**config.mk**
```make
export PLATFORM = sky130hd
export DESIGN_NAME = tea_cell
export DESIGN_NICKNAME = d
export VERILOG_FILES = /design/src/sv/tea_pkg.sv /design/src/sv/tea_cell.sv
export SDC_FILE = /design/constraint.sdc
export NUM_CORES = 1
export LEC_CHECK = 0
export CAP_MARGIN = 20
export CELL_PAD_IN_SITES_DETAIL_PLACEMENT = 1
export CELL_PAD_IN_SITES_GLOBAL_PLACEMENT = 1
export CORE_MARGIN = 3
export CORE_UTILIZATION = 50
export CTS_CLUSTER_SIZE = 16
export DETAILED_ROUTE_END_ITERATION = 10
export DONT_BUFFER_PORTS = 1
export PLACE_DENSITY_LB_ADDON = 0.1
export SLEW_MARGIN = 10
export SYNTH_ARGS = -nofsm -noshare
export SYNTH_HDL_FRONTEND = slang
export SYNTH_SLANG_ARGS = --single-unit
```
**constraint.sdc**
```tcl
create_clock -name clock -period 5.2 [get_ports clock]
set_clock_uncertainty 0.2 [all_clocks]
set_input_delay 0.26 -clock clock [delete_from_list [all_inputs] [get_ports clock]]
set_output_delay 0.26 -clock clock [all_outputs]
set_load 0.1 [all_outputs]
```
**src/sv/tea_pkg.sv**
```systemverilog
`default_nettype none

package tea_pkg;

   localparam int WORD_WIDTH = 32;
   localparam int ROUND_COUNT_DEFAULT = 32;
   localparam int SHIFT_LEFT = 4;
   localparam int SHIFT_RIGHT = 5;
   localparam logic [WORD_WIDTH-1:0] TEA_DELTA = 32'h9e37_79b9;

   // Configuration register indexes.
   localparam int CSR_INDEX_WIDTH = 2;
   localparam logic [CSR_INDEX_WIDTH-1:0] CSR_KEY_WORD_ZERO = 2'd0;
   localparam logic [CSR_INDEX_WIDTH-1:0] CSR_KEY_WORD_ONE = 2'd1;
   localparam logic [CSR_INDEX_WIDTH-1:0] CSR_KEY_WORD_TWO = 2'd2;
   localparam logic [CSR_INDEX_WIDTH-1:0] CSR_KEY_WORD_THREE = 2'd3;

   typedef logic [WORD_WIDTH-1:0] word_type;

   typedef struct packed {
      word_type first;
      word_type second;
   } block_type;

   typedef struct packed {
      word_type shl_key;
      word_type shr_key;
   } key_pair_type;

   // Running sum of the golden-ratio constant after a given number of rounds.
   function automatic word_type round_sum(input int rounds);
      logic [63:0] product;
      begin
         product = 64'(rounds) * 64'(TEA_DELTA);
         return product[WORD_WIDTH-1:0];
      end
   endfunction

endpackage

`default_nettype wire

```
**src/sv/tea_cell.sv**
```systemverilog
`default_nettype none

// One half round of the cipher with its own output register. UPDATE_SECOND
// selects which half is updated; the other half only passes through.
module tea_cell #(
   parameter bit UPDATE_SECOND = 1'b0,
   parameter tea_pkg::word_type ROUND_SUM = tea_pkg::TEA_DELTA
) (
   input  wire                        clock,
   input  wire                        reset,
   input  wire tea_pkg::key_pair_type keys,
   input  wire                        in_valid,
   output logic                       in_ready,
   input  wire tea_pkg::block_type    in_data,
   output logic                       out_valid,
   input  wire                        out_ready,
   output tea_pkg::block_type         out_data
);

   logic               valid_ff;
   logic               valid_in;
   tea_pkg::block_type data_ff;
   tea_pkg::block_type data_in;
   tea_pkg::word_type  mix_src;
   tea_pkg::word_type  mix;

   assign mix_src = UPDATE_SECOND ? in_data.first : in_data.second;

   assign mix = ((mix_src << tea_pkg::SHIFT_LEFT) + keys.shl_key)
              ^ (mix_src + ROUND_SUM)
              ^ ((mix_src >> tea_pkg::SHIFT_RIGHT) + keys.shr_key);

   always_comb begin
      data_in = in_data;
      if (UPDATE_SECOND) begin
         data_in.second = in_data.second + mix;
      end else begin
         data_in.first = in_data.first + mix;
      end
   end

   // The cell takes a new block whenever its register is empty or drains now.
   assign in_ready = !valid_ff || out_ready;
   assign valid_in = in_ready ? in_valid : valid_ff;

   always_ff @(posedge clock) begin
      if (reset) begin
         valid_ff <= 1'b0;
      end else begin
         valid_ff <= valid_in;
      end
   end

   always_ff @(posedge clock) begin
      if (in_ready && in_valid) begin
         data_ff <= data_in;
      end
   end

   assign out_valid = valid_ff;
   assign out_data = data_ff;

endmodule

`default_nettype wire

```
-- Word-level counts from Yosys, hierarchy flattened
Cells that the tools add are included.
- add/sub/neg operators: 4
- reduce and logical (&&, ||, !) cells: 3
- bitwise gates (word level): 2
- operators by type and width (cell ; count):
    $add 32x32->32 ; 2
    $xor 32x32->32 ; 2
    $add 27x32->32 ; 1
    $add 32x32->32 const B ; 1
    $logic_and 1x1->1 ; 1
    $logic_not 1->1 ; 1
    $logic_or 1x1->1 ; 1
- output and inout port bits: 66
- flip-flop bits (word level): 65
- word-level logic and storage cells: 12
- input bits: 132

-- Logic depth before layout (Yosys ltp)
- word-level depth: 4
- depth in mapped cells: 22
- depth with buffers taken out: 22

-- Worst setup path before layout
No wires, ideal clock.
- path kind: input -> register
- start: in keys[0] in the netlist's numbering
- end: reg data_ff (netlist bit out_data[63]), data pin
- arrival: 4.123 ns
- buffers on the path: 0
- setup slack: 0.610 ns
- library setup time: 0.268 ns
- cell stages on the path: 22
- cell sequence: ha_1 -> inv_1 -> fa_1 -> nor2b_4 -> o31a_1 -> o311a_1 -> nor3_1 -> o21ai_1 -> a21o_1 -> a21o_1 -> a31oi_1 -> xnor2_1 -> ha_1 -> a21o_1 -> a21o_1 -> a21oi_1 -> o21bai_1 -> a21oi_1 -> o21ai_2 -> o21ai_1 -> o21ai_1 -> xnor3_1
- RTL lines (item ; line ; text):
    start: declaration ; tea_cell.sv:11 ; input wire tea_pkg::key_pair_type keys,
    end signal: assignment ; tea_cell.sv:56 ; data_ff <= data_in;
    end: declaration ; tea_cell.sv:22 ; tea_pkg::block_type data_ff;

==> results_dict.tcl <==
set metrics [dict create \
    cts_tree "done" \
    wl_per_cell_um 22.95 \
    final_nets 1017 \
    synthesis.nets 969 \
    p_per_area_nw_per_um2 543.6 \
    critPathLaunchType "input port" \
    async_flop_share_pct 0 \
    overflow 0 \
    hold_viol 0 \
    cts.sinks 65 \
    post_cts_buffers 0 \
    cp.arrival_ns 4.72 \
    relSlewSlack_pct 34.71 \
    path_clk_slew_ns 0.06 \
    antenna_found_initial 0 \
    worst-setup-path-type "in2reg" \
    syn_to_final_growth_pct 12.54 \
    die_h_um 125.8 \
    rsz0062_at_grt "false" \
    crit_required_ns 5.09 \
    leakage_nw 3.322 \
    grt_pass1_vias 6612 \
    final_cell_mix "xnor2_1 (150), ha_1 (88), a21oi_1 (70)" \
    ir_worst_vdd_v 0.0002444 \
    worstMarginPinSlew_ns 0.9780 \
    synth-main-ff-cell "edfxtp_1" \
    synth_edf_count 64 \
    fillCellCount 1570 \
    pin_count 198 \
    via_count 6119 \
    yosysSeqAreaShare_pct 27.06 \
    synth.distinct_cells 65 \
    drc 0 \
    grt_pass1_wl_mm 35.20 \
    grtUsageTotal_pct 27.99 \
    viasPerCell 6.250 \
    clk_latency_ns 0.34 \
    core_um2 13930 \
    maxCapViolCount 0 \
    power_mw 4.390 \
    synthesis.area_um2 7176 \
    cts_buffers 9 \
    whs_ns 0.06301 \
    globalplace.congestion 0.8985 \
    syn_avg_cell_area_um2 9.619 \
    final_common_cell "xnor2_1" \
    drt_pass1_iterations 4 \
    die-width_um 125.8 \
    cp_max_fo 5 \
    dp_hpwl_mm 17.53 \
    drt-initial-drc-count 356 \
    clockRootBuffer "clkbuf_16" \
    row_count 43 \
    finalCritPeriodShare_pct 92.89 \
    clk_path_buf_depth 2 \
    setup_tns_ns 0 \
    drive_gt1_share_pct 4.506 \
    drt-total-wl_mm 22.47 \
    grt_max_degree 41 \
    ant_nets 0 \
    yosys_warnings 0 \
    hold_path_class "in2reg" \
    max_freq_ghz 0.2070 \
    period_minus_slack_ns 4.830 \
    port_buffers 0 \
    synth-seq-cells 65 \
    finalMaxSlewViolations 0 \
    syn_inst 746 \
    antennaDiodeCount 0 \
    dp.cells 927 \
    cts_max_level 3 \
    setup_violations 0 \
    start_util_pct 51.50 \
    design.die.area_um2 15820 \
    final_cells 979 \
    crit_path_end_kind "register" \
    hold_buffers 36 \
    cts-resized-gates 0 \
    status "finished, final reports clean" \
]
## synth_stat cells, drive strengths merged, types with 4 or more instances
cell | n | area share [%]
nand2 | 32 | 1.7
edfxtp | 64 | 27
nand3 | 20 | 1.4
nor2 | 40 | 2.1
o21a | 6 | 0.63
nor3 | 13 | 0.98
xnor2 | 151 | 19
and4 | 4 | 0.49
or3 | 4 | 0.35
inv | 21 | 1.1
o21ai | 38 | 2.7
and3 | 5 | 0.44
ha | 88 | 15
a31oi | 8 | 0.70
a21o | 54 | 5.6
nand4 | 7 | 0.61
xor2 | 25 | 3.1
a21oi | 70 | 4.9
a211oi | 8 | 0.91
o21bai | 12 | 1.3
nand2b | 15 | 1.3
nor4 | 4 | 0.44
o211ai | 10 | 1.3
## logic make-up after synthesis
family / after synthesis / synth area share [%]
AND/OR/NAND/NOR: 155 / 10.93
flip-flops: 65 / 27.06
XOR/XNOR: 178 / 22.21
AO/OA/AOI/OAI: 234 / 22.32
buffers and inverters: 22 / 1.151
adder cells (fa/ha/maj): 91 / 16.18
multiplexers: 1 / 0.1395
## state kept, by name (all words and copies together) (netlist names)
register   count
out_data      64
out_valid      1
## worst max-delay path, stage by stage
cell      delay, ns
ha_1           0.18
inv_1          0.08
fa_1           0.41
nor2b_1        0.20
o211ai_2       0.10
a32oi_1        0.48
a21oi_1        0.16
o21bai_1       0.25
a31oi_1        0.14
xnor2_1        0.28
xnor2_1        0.11
ha_1           0.38
and4_1         0.25
nor3b_1        0.33
a211oi_2       0.19
o21ai_2        0.25
o21ai_1        0.12
o21ai_1        0.14
xnor3_1        0.40
## area by class of cell
cell class | count | area (um^2) | area share [%]
multi-input cells | 659 | 5152 | 63.81
clock inverters | 2 | 37.54 | 0.4648
repair buffers | 38 | 375.4 | 4.648
flip-flops and latches | 65 | 1942 | 24.05
well taps | 180 | 225.2 | 2.789
inverters | 21 | 78.83 | 0.9761
clock buffers | 14 | 264.0 | 3.269
## metrics by stage
stage,utilization (%),setup WS (ns),area (um^2)
finish,57.95,0.3698,8075
CTS,57.95,0.4353,8075
floorplan,-,0.6096,7176
detailed placement,53.20,0.1425,7413
global placement,53.20,0.2878,7413
global route,57.95,0.1568,8075
## path summary, 6_finish.rpt
check,startpoint,end,slack (ns),depth (start not counted)
setup reg to reg,out_valid,out_data[13],2.45,3
hold reg to reg,out_valid,out_valid,1.70,4
setup / recovery,keys[36],out_data[63],0.37,19
hold / removal,in_data[0],out_data[32],0.06,2
## where the power goes
group          leakage, nW  switching (mW)  total [mW]  internal, mW
clock                0.143           0.234       0.632         0.398
sequential           0.627            1.05        1.87         0.824
combinational         2.55            1.04        1.88         0.840
## layer usage
metal | vias to the layer above | track usage (%) | routed length, um
met5 | - | 0 | 0
met4 | 0 | 7.571 | 389
met3 | 28 | 6.319 | 1335
met2 | 191 | 46.22 | 10560
met1 | 3025 | 37.21 | 10190
li1 | 2875 | - | -
No activity file was read; power rests on OpenSTA's default activity.
